File: src/rtl/core/ccu_pkg.sv
// ----------------------------------------------------------------------------
// ccu_pkg
// Shared types for the coprime counter core: sequencer states and the
// status word of the bit-serial arithmetic units.
// ----------------------------------------------------------------------------
package ccu_pkg;

	typedef enum logic [3:0] {
		ST_IDLE,
		ST_TRIAL,
		ST_STRIP,
		ST_FINAL,
		ST_SUB_START,
		ST_SUB_SCAN,
		ST_SUB_MUL,
		ST_SUB_DIV,
		ST_OUT
	} ccu_state_t;

	typedef struct packed {
		logic busy;
		logic done;
	} ccu_unit_stat_t;

endpackage

File: src/rtl/core/ccu_if.sv
// ----------------------------------------------------------------------------
// ccu_if
// Valid/ready channels of the coprime counter: input value, result count and
// limit register write.
// ----------------------------------------------------------------------------
interface ccu_value_if #(parameter int DATA_WIDTH = 32);
	logic                  valid;
	logic                  ready;
	logic [DATA_WIDTH-1:0] value;
	modport source (output valid, output value, input ready);
	modport sink   (input valid, input value, output ready);
endinterface

interface ccu_count_if #(parameter int DATA_WIDTH = 32);
	logic                  valid;
	logic                  ready;
	logic [DATA_WIDTH-1:0] coprime_count;
	modport source (output valid, output coprime_count, input ready);
	modport sink   (input valid, input coprime_count, output ready);
endinterface

interface ccu_limit_if #(parameter int DATA_WIDTH = 32);
	logic                  valid;
	logic                  ready;
	logic [DATA_WIDTH-1:0] limit;
	modport source (output valid, output limit, input ready);
	modport sink   (input valid, input limit, output ready);
endinterface

File: src/rtl/core/ccu_div.sv
// ----------------------------------------------------------------------------
// ccu_div
// Restoring divider, one quotient bit per cycle. Quotient and remainder are
// valid in the cycle done is high.
// ----------------------------------------------------------------------------
module ccu_div #(
	parameter int DATA_WIDTH = 32
) (
	input  logic                   clk,
	input  logic                   arst_n,
	input  logic                   start,
	input  logic [DATA_WIDTH-1:0]  dividend,
	input  logic [DATA_WIDTH-1:0]  divisor,
	output logic [DATA_WIDTH-1:0]  quotient,
	output logic [DATA_WIDTH-1:0]  remainder,
	output ccu_pkg::ccu_unit_stat_t stat
);
	import ccu_pkg::*;

	localparam int CW = (DATA_WIDTH > 1) ? $clog2(DATA_WIDTH) : 1;

	logic [DATA_WIDTH-1:0] rem_q, quo_q, den_q;
	logic [CW-1:0]         cnt_q;
	logic                  busy_q, done_q;
	logic [DATA_WIDTH:0]   sh, diff;
	logic                  ge;
	logic [DATA_WIDTH-1:0] rem_nx;

	always_comb begin
		sh     = {rem_q, quo_q[DATA_WIDTH-1]};
		diff   = sh - {1'b0, den_q};
		ge     = sh >= {1'b0, den_q};
		rem_nx = ge ? diff[DATA_WIDTH-1:0] : sh[DATA_WIDTH-1:0];
	end

	always_ff @(posedge clk or negedge arst_n) begin
		if (!arst_n) begin
			busy_q <= 1'b0;
			done_q <= 1'b0;
			cnt_q  <= '0;
		end else begin
			done_q <= 1'b0;
			if (start) begin
				busy_q <= 1'b1;
				cnt_q  <= '0;
			end else if (busy_q) begin
				cnt_q <= cnt_q + CW'(1);
				if (cnt_q == CW'(DATA_WIDTH - 1)) begin
					busy_q <= 1'b0;
					done_q <= 1'b1;
				end
			end
		end
	end

	always_ff @(posedge clk) begin
		if (start) begin
			rem_q <= '0;
			quo_q <= dividend;
			den_q <= divisor;
		end else if (busy_q) begin
			rem_q <= rem_nx;
			quo_q <= {quo_q[DATA_WIDTH-2:0], ge};
		end
	end

	assign quotient  = quo_q;
	assign remainder = rem_q;
	assign stat      = '{busy: busy_q, done: done_q};

endmodule

File: src/rtl/core/ccu_mul.sv
// ----------------------------------------------------------------------------
// ccu_mul
// Shift-and-add multiplier, one multiplier bit per cycle, product truncated
// to the word width. Product is valid in the cycle done is high.
// ----------------------------------------------------------------------------
module ccu_mul #(
	parameter int DATA_WIDTH = 32
) (
	input  logic                   clk,
	input  logic                   arst_n,
	input  logic                   start,
	input  logic [DATA_WIDTH-1:0]  op_a,
	input  logic [DATA_WIDTH-1:0]  op_b,
	output logic [DATA_WIDTH-1:0]  product,
	output ccu_pkg::ccu_unit_stat_t stat
);
	import ccu_pkg::*;

	localparam int CW = (DATA_WIDTH > 1) ? $clog2(DATA_WIDTH) : 1;

	logic [DATA_WIDTH-1:0] acc_q, a_q, b_q;
	logic [CW-1:0]         cnt_q;
	logic                  busy_q, done_q;

	always_ff @(posedge clk or negedge arst_n) begin
		if (!arst_n) begin
			busy_q <= 1'b0;
			done_q <= 1'b0;
			cnt_q  <= '0;
		end else begin
			done_q <= 1'b0;
			if (start) begin
				busy_q <= 1'b1;
				cnt_q  <= '0;
			end else if (busy_q) begin
				cnt_q <= cnt_q + CW'(1);
				if (cnt_q == CW'(DATA_WIDTH - 1)) begin
					busy_q <= 1'b0;
					done_q <= 1'b1;
				end
			end
		end
	end

	always_ff @(posedge clk) begin
		if (start) begin
			acc_q <= '0;
			a_q   <= op_a;
			b_q   <= op_b;
		end else if (busy_q) begin
			acc_q <= acc_q + (b_q[0] ? a_q : '0);
			a_q   <= {a_q[DATA_WIDTH-2:0], 1'b0};
			b_q   <= {1'b0, b_q[DATA_WIDTH-1:1]};
		end
	end

	assign product = acc_q;
	assign stat    = '{busy: busy_q, done: done_q};

endmodule

File: src/rtl/core/coprime_count_up_to_limit_core.sv
// ----------------------------------------------------------------------------
// coprime_count_up_to_limit_core
// Counts the integers in 1..limit that are coprime to an input value; a value of zero gives a count of one.
// ----------------------------------------------------------------------------
// One item at a time. Each value is factored by trial division on a bit-serial
// divider: one division per candidate divisor (candidates up to the square
// root of the remaining cofactor) plus one per power of a found prime. The
// count is then summed over all 2^n subsets of the n distinct primes, each
// subset taking up to n serial multiplies and one serial division. A value
// of zero skips the factoring and the subset sum. The result sits in an
// output register, so the next item is taken while it waits.
module coprime_count_up_to_limit_core #(
	parameter int DATA_WIDTH          = 32,
	parameter int MAX_DISTINCT_PRIMES = 9
) (
	input  logic        clk,
	input  logic        arst_n,
	ccu_limit_if.sink   cfg,
	ccu_value_if.sink   req,
	ccu_count_if.source rsp
);
	import ccu_pkg::*;

	localparam int W      = DATA_WIDTH;
	localparam int NP     = MAX_DISTINCT_PRIMES;
	localparam int CNT_W  = $clog2(NP + 1);
	localparam int PIDX_W = (NP > 1) ? $clog2(NP) : 1;

	ccu_state_t state_q, state_nx;

	logic [W-1:0]     limit_q;
	logic [W-1:0]     rest_q, i_q, prod_q, total_q, count_q;
	logic [W-1:0]     primes_q [NP];
	logic [CNT_W-1:0] n_q, j_q;
	logic [NP-1:0]    subset_q, full_mask;
	logic             neg_q, out_valid_q;

	logic             div_start, mul_start;
	logic [W-1:0]     div_a, div_b, div_q, div_r, mul_b, mul_p;
	ccu_unit_stat_t   div_stat, mul_stat;

	logic             accept, out_load, room, subset_last, sel_bit, n_free;
	logic [W-1:0]     i_inc;

	ccu_div #(.DATA_WIDTH(W)) u_div (
		.clk      (clk),
		.arst_n   (arst_n),
		.start    (div_start),
		.dividend (div_a),
		.divisor  (div_b),
		.quotient (div_q),
		.remainder(div_r),
		.stat     (div_stat)
	);

	ccu_mul #(.DATA_WIDTH(W)) u_mul (
		.clk    (clk),
		.arst_n (arst_n),
		.start  (mul_start),
		.op_a   (prod_q),
		.op_b   (mul_b),
		.product(mul_p),
		.stat   (mul_stat)
	);

	always_comb begin
		for (int k = 0; k < NP; k++) begin
			full_mask[k] = (CNT_W'(k) < n_q);
		end
	end

	assign subset_last = (subset_q == full_mask);
	assign sel_bit     = subset_q[j_q[PIDX_W-1:0]];
	assign mul_b       = primes_q[j_q[PIDX_W-1:0]];
	assign n_free      = (n_q < CNT_W'(NP));
	assign i_inc       = i_q + W'(1);
	assign room        = !out_valid_q || rsp.ready;
	assign accept      = req.valid && req.ready;

	assign cfg.ready         = 1'b1;
	assign req.ready         = (state_q == ST_IDLE);
	assign rsp.valid         = out_valid_q;
	assign rsp.coprime_count = count_q;

	always_ff @(posedge clk or negedge arst_n) begin
		if (!arst_n) begin
			state_q <= ST_IDLE;
		end else begin
			state_q <= state_nx;
		end
	end

	always_comb begin
		state_nx  = state_q;
		div_start = 1'b0;
		div_a     = rest_q;
		div_b     = i_q;
		mul_start = 1'b0;
		out_load  = 1'b0;
		case (state_q)
			ST_IDLE: begin
				if (accept) begin
					if (req.value == '0) begin
						state_nx = ST_OUT;
					end else begin
						div_start = 1'b1;
						div_a     = req.value;
						div_b     = W'(2);
						state_nx  = ST_TRIAL;
					end
				end
			end
			ST_TRIAL, ST_STRIP: begin
				if (div_stat.done) begin
					if (state_q == ST_TRIAL && div_q < i_q) begin
						state_nx = ST_FINAL;
					end else if (div_r == '0) begin
						div_start = 1'b1;
						div_a     = div_q;
						state_nx  = ST_STRIP;
					end else begin
						div_start = 1'b1;
						div_b     = i_inc;
						state_nx  = ST_TRIAL;
					end
				end
			end
			ST_FINAL: begin
				state_nx = ST_SUB_START;
			end
			ST_SUB_START: begin
				state_nx = ST_SUB_SCAN;
			end
			ST_SUB_SCAN: begin
				if (j_q == n_q) begin
					div_start = 1'b1;
					div_a     = limit_q;
					div_b     = prod_q;
					state_nx  = ST_SUB_DIV;
				end else if (sel_bit) begin
					mul_start = 1'b1;
					state_nx  = ST_SUB_MUL;
				end
			end
			ST_SUB_MUL: begin
				if (mul_stat.done) begin
					state_nx = ST_SUB_SCAN;
				end
			end
			ST_SUB_DIV: begin
				if (div_stat.done) begin
					state_nx = subset_last ? ST_OUT : ST_SUB_START;
				end
			end
			ST_OUT: begin
				if (room) begin
					out_load = 1'b1;
					state_nx = ST_IDLE;
				end
			end
			default: begin
				state_nx = ST_IDLE;
			end
		endcase
	end

	always_ff @(posedge clk or negedge arst_n) begin
		if (!arst_n) begin
			limit_q     <= '0;
			out_valid_q <= 1'b0;
		end else begin
			if (cfg.valid && cfg.ready) begin
				limit_q <= cfg.limit;
			end
			if (out_load) begin
				out_valid_q <= 1'b1;
			end else if (rsp.ready) begin
				out_valid_q <= 1'b0;
			end
		end
	end

	always_ff @(posedge clk) begin
		if (out_load) begin
			count_q <= total_q;
		end
		case (state_q)
			ST_IDLE: begin
				if (accept) begin
					rest_q  <= req.value;
					i_q     <= W'(2);
					n_q     <= '0;
					total_q <= W'(1);
				end
			end
			ST_TRIAL, ST_STRIP: begin
				if (div_stat.done && !(state_q == ST_TRIAL && div_q < i_q)) begin
					if (div_r == '0) begin
						rest_q <= div_q;
						if (state_q == ST_TRIAL && n_free) begin
							primes_q[n_q[PIDX_W-1:0]] <= i_q;
							n_q <= n_q + CNT_W'(1);
						end
					end else begin
						i_q <= i_inc;
					end
				end
			end
			ST_FINAL: begin
				if (rest_q > W'(1) && n_free) begin
					primes_q[n_q[PIDX_W-1:0]] <= rest_q;
					n_q <= n_q + CNT_W'(1);
				end
				total_q  <= '0;
				subset_q <= '0;
			end
			ST_SUB_START: begin
				prod_q <= W'(1);
				j_q    <= '0;
				neg_q  <= 1'b0;
			end
			ST_SUB_SCAN: begin
				if (j_q != n_q) begin
					if (sel_bit) begin
						neg_q <= ~neg_q;
					end else begin
						j_q <= j_q + CNT_W'(1);
					end
				end
			end
			ST_SUB_MUL: begin
				if (mul_stat.done) begin
					prod_q <= mul_p;
					j_q    <= j_q + CNT_W'(1);
				end
			end
			ST_SUB_DIV: begin
				if (div_stat.done) begin
					total_q  <= neg_q ? total_q - div_q : total_q + div_q;
					subset_q <= subset_q + NP'(1);
				end
			end
			default: begin
			end
		endcase
	end

endmodule

File: src/flat_wrapper.sv
// flat-port wrapper written by rule: the top's interface ports become plain ports
module coprime_count_up_to_limit_core_flat import ccu_pkg::*;
#(
	parameter int DATA_WIDTH          = 32,
	parameter int MAX_DISTINCT_PRIMES = 9
)
  (clk, arst_n, cfg_valid, cfg_limit, cfg_ready, req_valid, req_value, req_ready, rsp_valid, rsp_coprime_count, rsp_ready);
  ccu_limit_if #(.DATA_WIDTH(DATA_WIDTH)) cfg_i ();
  ccu_value_if #(.DATA_WIDTH(DATA_WIDTH)) req_i ();
  ccu_count_if #(.DATA_WIDTH(DATA_WIDTH)) rsp_i ();
  input  logic clk;
  input  logic arst_n;
  input wire logic [$bits(cfg_i.valid)-1:0] cfg_valid;
  input wire logic [$bits(cfg_i.limit)-1:0] cfg_limit;
  output wire logic [$bits(cfg_i.ready)-1:0] cfg_ready;
  input wire logic [$bits(req_i.valid)-1:0] req_valid;
  input wire logic [$bits(req_i.value)-1:0] req_value;
  output wire logic [$bits(req_i.ready)-1:0] req_ready;
  output wire logic [$bits(rsp_i.valid)-1:0] rsp_valid;
  output wire logic [$bits(rsp_i.coprime_count)-1:0] rsp_coprime_count;
  input wire logic [$bits(rsp_i.ready)-1:0] rsp_ready;
  assign cfg_i.valid = cfg_valid;
  assign cfg_i.limit = cfg_limit;
  assign cfg_ready = cfg_i.ready;
  assign req_i.valid = req_valid;
  assign req_i.value = req_value;
  assign req_ready = req_i.ready;
  assign rsp_valid = rsp_i.valid;
  assign rsp_coprime_count = rsp_i.coprime_count;
  assign rsp_i.ready = rsp_ready;
  coprime_count_up_to_limit_core #(.DATA_WIDTH(DATA_WIDTH), .MAX_DISTINCT_PRIMES(MAX_DISTINCT_PRIMES)) u_core (.clk(clk), .arst_n(arst_n), .cfg(cfg_i), .req(req_i), .rsp(rsp_i));
endmodule
File: config.mk
export PLATFORM = sky130hd
export DESIGN_NAME = coprime_count_up_to_limit_core_flat
export DESIGN_NICKNAME = d
export VERILOG_FILES = /design/src/rtl/core/ccu_pkg.sv /design/src/rtl/core/ccu_if.sv /design/src/rtl/core/ccu_div.sv /design/src/rtl/core/ccu_mul.sv /design/src/rtl/core/coprime_count_up_to_limit_core.sv /design/src/flat_wrapper.sv
export SDC_FILE = /design/constraint.sdc
export NUM_CORES = 1
export LEC_CHECK = 0
export BUFFER_PORTS_ARGS = -buffer_cell sky130_fd_sc_hd__buf_4
export CORE_MARGIN = 8
export CORE_UTILIZATION = 55
export DETAILED_ROUTE_END_ITERATION = 8
export PLACE_DENSITY = 0.79
export SETUP_SLACK_MARGIN = 0.3
export SKIP_LAST_GASP = 1
export SLEW_MARGIN = 20
export SYNTH_ARGS = -nofsm -noshare
export SYNTH_HDL_FRONTEND = slang
export SYNTH_SLANG_ARGS = --single-unit
File: constraint.sdc
create_clock -name clk -period 10.4 [get_ports clk]
set_input_delay 2.6 -clock clk [delete_from_list [all_inputs] [get_ports clk]]
set_output_delay 2.6 -clock clk [all_outputs]
set_load 0.02 [all_outputs]
==> run_results.csv, run 1 <==
group,metric,value,unit
outcome,outcome,"finished, final reports clean",
floorplanning,start_util,55.4,%
floorplanning,coreArea,65500,sq um
place,port_buffers,102,
timing,final-hold-violation-count,0,
grt,grt-ovfl-total,0,
floorplanning,row_count,94,
clock_network,numCtsBuffers,75,
grt,grt_pass1_vias,25200,
clock_network,htreeDepth,3,
clock_network,cts_tree,"built",
setup_path,worstPathRequired,10.78,ns
setup_path,crit_fanout,64,
min_path,hold_depth,0,
pwr,power.share.clock,22.0,%
floorplanning,die_h,273,um
floorplanning,die_area,74500,sq um
clock_network,cts-root-buf,"clkbuf_16",
clock_network,clock_sinks,713,
timing,timing.final.crit_share,60.4,%
final_layout,fillers,4904,
min_path,worstHoldEndpoint,"u_core.rsp.coprime_count[18]",
timing,finalClockSkew,0.0790,ns
route,initialDrtViolationCount,3013,
grt,grt_max_degree,97,
clock_network,cts_resized,0,
final_layout,most-common-layout-cells,"edfxtp_1 (594), nand2_1 (327), nor2_1 (270)",
grt,grt_usage,25.0,%
synth,synth.yosys.seq_area_share,56.4,%
pwr,power_density,321,nW/um^2
synth,synth_ff_type,"edfxtp_1",
min_path,worst_hold_path_type,"reg2reg",
floorplanning,ios,104,
setup_path,crit_path_end_kind,"register",
synth,synthArstFlopShare,7.15,%
route,vias,26000,
final_layout,area_growth,12.2,%
synth,ys_seq_elements,713,
job,cap_violations,0,
final_layout,stdcell_count,4143,
clock_network,hold_buffers,0,
setup_path,arrival,6.66,ns
synth,yosysTopAreaCell,"edfxtp_1",
timing,drv_slew,0,
grt,grt_pass1_wl,146000,um
place,dp.cells,3999,
clock_network,postCtsSetupRepairBufs,0,
synth,synthCells,3135,
setup_path,r2r_cells,15,
place,place_hpwl,61500,um
route,post_drt_wl_per_cell,23.0,um
timing,max_slew_margin,25.6,%
clock_network,insertion_delay,0.65,ns
route,viasPerCell,6.27,
pwr,peakVddDrop,0.000212,V
min_path,hp-start,"u_core.total_q[18]",
synth,syn_area,36300,sq um
timing,fmax,0.159,GHz
pwr,power.leakage,15.7,nW
final_layout,nets,3421,
synth,synth_top_area_share,49.1,%
synth,yosys_warnings,0,
pwr,combPwrFrac,43.2,%
synth,synth.distinct_cells,78,
route,antenna_left,0,
route,routed_wl,95300,um
setup_path,r2r_start,"u_core.u_div.quotient[29]",
pwr,p_int,0.00798,W
final_layout,drive_gt1_share,12.6,%
synth,synth_edf_count,594,
pwr,switching_share,39.0,%
route,dr.pass1.iters,9,
setup_path,critPathLaunchType,"input port",
synth,syn_avg_cell_area,11.6,sq um
floorplanning,die_width,273,um
place,gp_congestion,0.944,
final_layout,fin_util,62.2,%
setup_path,worstSetupPathType,"in2reg",
setup_path,r2r_end,"u_core.u_div.quotient[10]",
timing,finalSetupViolations,0,
final_layout,final_common_cell,"edfxtp_1",
synth,synth_area_leaders,"edfxtp_1 (49%), ha_1 (4.7%), mux4_2 (4.1%), dfxtp_1 (3.8%), dfrtp_1 (3.5%)",
timing,rsz0062_at_grt,"false",
grt,antenna_found_initial,4,
pwr,power.switching,0.00510,W
clock_network,cts_buffer_depth,3,
timing,period_needed,6.28,ns
pwr,p_seq_share,34.8,%
clock_network,clk_pin_slew_worst_paths,0.06,ns
timing,setup_tns,0,ns
timing,max_slew.worst_pin.slew,1.12,ns
setup_path,rrSetupSlack,4.78,ns
synth,syn_nets,3344,
route,drc,0,
per-layer routing:
layer	GRT usage, %	wire, um
met5	0	0
met4	9.21	3190
met3	5.40	9810
met2	40.0	44400
met1	33.5	37900
Yosys cell counts (68+ instances only):
| cell type | count |
|---|---|
| a21oi_1 | 200 |
| and2_1 | 75 |
| clkbuf_1 | 115 |
| dfxtp_1 | 68 |
| edfxtp_1 | 594 |
| ha_1 | 137 |
| inv_1 | 133 |
| mux2i_1 | 116 |
| nand2_1 | 329 |
| nor2_1 | 273 |
| o21ai_0 | 205 |
| xnor2_1 | 116 |
final cells by class:
type / count / area [sq um] / area share, %
tap: 864 / 1080 / 2.65
clock buffer: 99 / 2070 / 5.08
multi-input combinational: 2135 / 14800 / 36.4
sequential: 713 / 20500 / 50.3
timing repair buffer: 152 / 1140 / 2.80
antenna: 4 / 10.0 / 0.0246
clock inverter: 41 / 604 / 1.48
inverter: 135 / 508 / 1.25
registers in the layout (all words and copies together), names as in the netlist, 4 cells and up, named ones only:
register / flops
u_core.primes_q: 288
u_core.i_q: 32
u_core.limit_q: 32
u_core.prod_q: 32
u_core.rest_q: 32
u_core.rsp.coprime_count: 32
u_core.total_q: 32
u_core.u_div.den_q: 32
u_core.u_div.quotient: 32
u_core.u_div.remainder: 32
u_core.u_mul.a_q: 32
u_core.u_mul.b_q: 32
u_core.u_mul.product: 32
u_core.subset_q: 9
u_core.u_div.cnt_q: 5
u_core.u_mul.cnt_q: 5
u_core.j_q: 4
u_core.n_q: 4
u_core.state_q: 4
stage by stage:
step	setup slack, ns	hold slack [ns]	area, sq um	power, W
6_report	4.12	0.458	40700	0.0131
5_1_grt	4.01	0.470	40700	0.0139
4_1_cts	4.26	0.460	40700	0.0130
3_5_place_dp	3.61	0.444	38100	0.0101
3_3_place_gp	3.70	0.442	38100	0.00995
2_1_floorplan	2.36	0.426	36300	0.00868
logic make-up after synthesis:
| kind of cell | share of synthesized area, % |
|---|---|
| AO/OA/AOI/OAI | 12.0 |
| XOR/XNOR | 3.69 |
| other | 0.0103 |
| buffers and inverters | 3.00 |
| AND/OR/NAND/NOR | 11.5 |
| multiplexers | 8.44 |
| flip-flops | 56.4 |
| adder cells (fa/ha/maj) | 4.89 |
power by group through the flow:
stage / clock (W) / combinational, W / sequential, W
after global routing: 0.00301 / 0.00624 / 0.00460
after detailed placement: 0 / 0.00551 / 0.00458
after floorplan: 0 / 0.00438 / 0.00430
final: 0.00287 / 0.00564 / 0.00455
after CTS: 0.00290 / 0.00559 / 0.00454
after global placement: 0 / 0.00538 / 0.00457
how the worst max path moves through the flow:
stage                       startpoint                   endpoint  slack [ns]  cells past startpoint
after global routing      req_value[0]  u_core.u_div.quotient[10]        4.01                     11
after floorplan              req_valid              u_core.i_q[0]        2.36                      2
after global placement    req_value[0]  u_core.u_div.quotient[21]        3.70                     11
after detailed placement  req_value[0]  u_core.u_div.quotient[26]        3.61                     11
final                     req_value[0]  u_core.u_div.quotient[10]        4.12                     11
after CTS                 req_value[0]  u_core.u_div.quotient[17]        4.26                     11
critical path: stages:
cell and delay, ns:
buf_4 0.14, nor4_1 0.39, nand4_1 0.36, or2_2 0.43
a21oi_1 0.19, nor2_1 0.13, o21ai_4 0.08, buf_4 0.47
clkinv_2 0.82, buf_4 0.64, o21a_1 0.28
(Power assumes the default switching activity.)
==> run 2: changes to the inputs <==
PLACE_DENSITY = 0.82   (was 0.79)
clock period = 5.12 ns   (was 10.4 ns; I/O delays follow)
==> run_results.csv, run 2 (synthesized netlist as in run 1, its figures left out) <==
group,metric,value,unit
pwr,p_int,0.0160,W
final_layout,area_growth,12.6,%
route,initialDrtViolationCount,3003,
pwr,power.share.clock,21.0,%
setup_path,crit_path_end_kind,"register",
floorplanning,coreArea,65500,sq um
clock_network,clk_pin_slew_worst_paths,0.06,ns
timing,fmax,0.219,GHz
floorplanning,die_h,273,um
timing,max_slew.worst_pin.slew,1.12,ns
route,routed_wl,95200,um
pwr,p_total,0.0262,W
outcome,outcome,"finished, final reports clean",
timing,timing.final.crit_share,89.1,%
route,post_drt_wl_per_cell,22.9,um
timing,holdWs,0.470,ns
final_layout,most-common-layout-cells,"edfxtp_1 (594), nand2_1 (327), nor2_1 (270)",
grt,antenna_found_initial,0,
clock_network,cts-root-buf,"clkbuf_16",
final_layout,largest_register_ffs,288,
setup_path,crit_path_start,"u_core.u_div.quotient[8]",
timing,finalSetupViolations,0,
job,cap_violations,0,
route,antenna_left,0,
pwr,p_seq_share,35.2,%
floorplanning,start_util,55.4,%
clock_network,numCtsBuffers,73,
pwr,switching_share,39.2,%
pwr,combPwrFrac,43.8,%
setup_path,path_delay_family,"simple AND/OR/NAND/NOR gates",
clock_network,cts_tree,"built",
setup_path,rrSetupSlack,0.56,ns
clock_network,htreeDepth,3,
clock_network,insertion_delay,0.64,ns
floorplanning,die_width,273,um
grt,grt_usage,25.1,%
timing,final-hold-violation-count,0,
clock_network,clock_sinks,713,
setup_path,max_stage_delay,0.50,ns
timing,period_needed,4.56,ns
place,place_hpwl,62400,um
route,viasPerCell,6.27,
final_layout,stdcell_area,40900,sq um
final_layout,final_common_cell,"edfxtp_1",
place,port_buffers,102,
timing,rsz0062_at_grt,"true",
setup_path,arrival,4.93,ns
setup_path,crit_fanout,6,
final_layout,antennaDiodeCount,0,
floorplanning,die_area,74500,sq um
timing,drv_slew,0,
floorplanning,ios,104,
pwr,peakVddDrop,0.000483,V
final_layout,drive_gt1_share,13.1,%
route,drc,0,
timing,max_slew_margin,25.4,%
min_path,hp-start,"u_core.total_q[20]",
route,vias,26100,
grt,grt_pass1_vias,25700,
setup_path,worstPathRequired,5.48,ns
pwr,power.switching,0.0103,W
place,post_dp_cell_area,38300,sq um
grt,grt-ovfl-total,0,
timing,setup_tns,0,ns
route,dr.pass1.iters,7,
setup_path,crit_chain,"nor4_2 -> nand2b_1 -> or3_1 -> nor4_2 -> nor2_1 -> xnor2_1 -> ha_1 -> a21oi_1 -> o21ai_0 -> o41ai_4 -> o2111ai_1 -> and2_1 -> a221o_1 -> a21oi_1 -> xnor2_1 -> nor2_1",
grt,grt_max_degree,101,
setup_path,r2r_start,"u_core.u_div.quotient[8]",
setup_path,worstSetupPathType,"reg2reg",
min_path,worst_hold_path_type,"reg2reg",
setup_path,slowest_stage,"edfxtp_1",
place,gp_congestion,0.980,
pwr,power.leakage,15.8,nW
clock_network,postCtsSetupRepairBufs,0,
final_layout,nets,3442,
pwr,power_density,642,nW/um^2
setup_path,crit_buf_inv,0,
grt,grt_pass1_wl,148000,um
setup_path,critPathLaunchType,"register",
timing,finalClockSkew,0.0454,ns
clock_network,cts_buffer_depth,3,
floorplanning,row_count,94,
-- run 2: repair_timing --
| action | 4_1_cts | 5_1_grt |
|---|---|---|
| hold buffers | 0 | 0 |
| resized for setup | 0 | 7 |
| endpoints found under the setup margin | 0 | 10 |
-- run 2: path summary, 6_finish.rpt --
path	to	cells past startpoint
min	u_core.rsp.coprime_count[20]	0
min reg2reg	u_core.rsp.coprime_count[20]	0
min in group asynchronous	u_core.u_div.done_q	1
max in group asynchronous	u_core.limit_q[30]	1
max	u_core.total_q[31]	16
max reg2reg	u_core.total_q[31]	16
-- run 2: layout make-up --
type                    instances  area [sq um]
multi-input cells            2135         14900
clock inverters                44           500
flip-flops and latches        713         20500
fillers                      4845         24600
inverters                     135           509
well taps                     864          1080
clock buffers                  90          1980
repair buffers                175          1430
-- run 2: power by group through the flow --
stage          Clock, W  Sequential, W  Combinational, W
2_1_floorplan         0        0.00872           0.00890
3_3_place_gp          0        0.00927            0.0109
3_5_place_dp          0        0.00929            0.0112
4_1_cts         0.00555        0.00920            0.0113
5_1_grt         0.00575        0.00936            0.0127
6_report        0.00550        0.00925            0.0115
-- run 2: through the flow --
| step | util, % | worst slack [ns] | cells |
|---|---|---|---|
| after floorplan | - | -1.01 | 3135 |
| after global placement | 58.5 | 0.416 | 4022 |
| after detailed placement | 58.5 | 0.392 | 4022 |
| after CTS | 62.3 | 0.340 | 4156 |
| after global routing | 62.4 | 0.264 | 4156 |
| final | 62.4 | 0.556 | 4156 |
-- run 2: per-layer routing --
layer | global-route usage, % | share of wire, % | wire (um)
met5 | 0 | 0 | 0
met4 | 10.6 | 4.7 | 4490
met3 | 4.66 | 9.1 | 8690
met2 | 41.1 | 47 | 44600
met1 | 32.8 | 39 | 37500
-- run 2: worst register-to-register path, stage by stage (launching register included) --
cell and delay (ns):
edfxtp_1 0.50, nor4_2 0.39, nand2b_1 0.16, or3_1 0.43, nor4_2 0.28, nor2_1 0.09, xnor2_1 0.14, ha_1 0.35
a21oi_1 0.15, o21ai_0 0.16, o41ai_4 0.50, o2111ai_1 0.14, and2_1 0.23, a221o_1 0.38, a21oi_1 0.18, xnor2_1 0.13
nor2_1 0.06
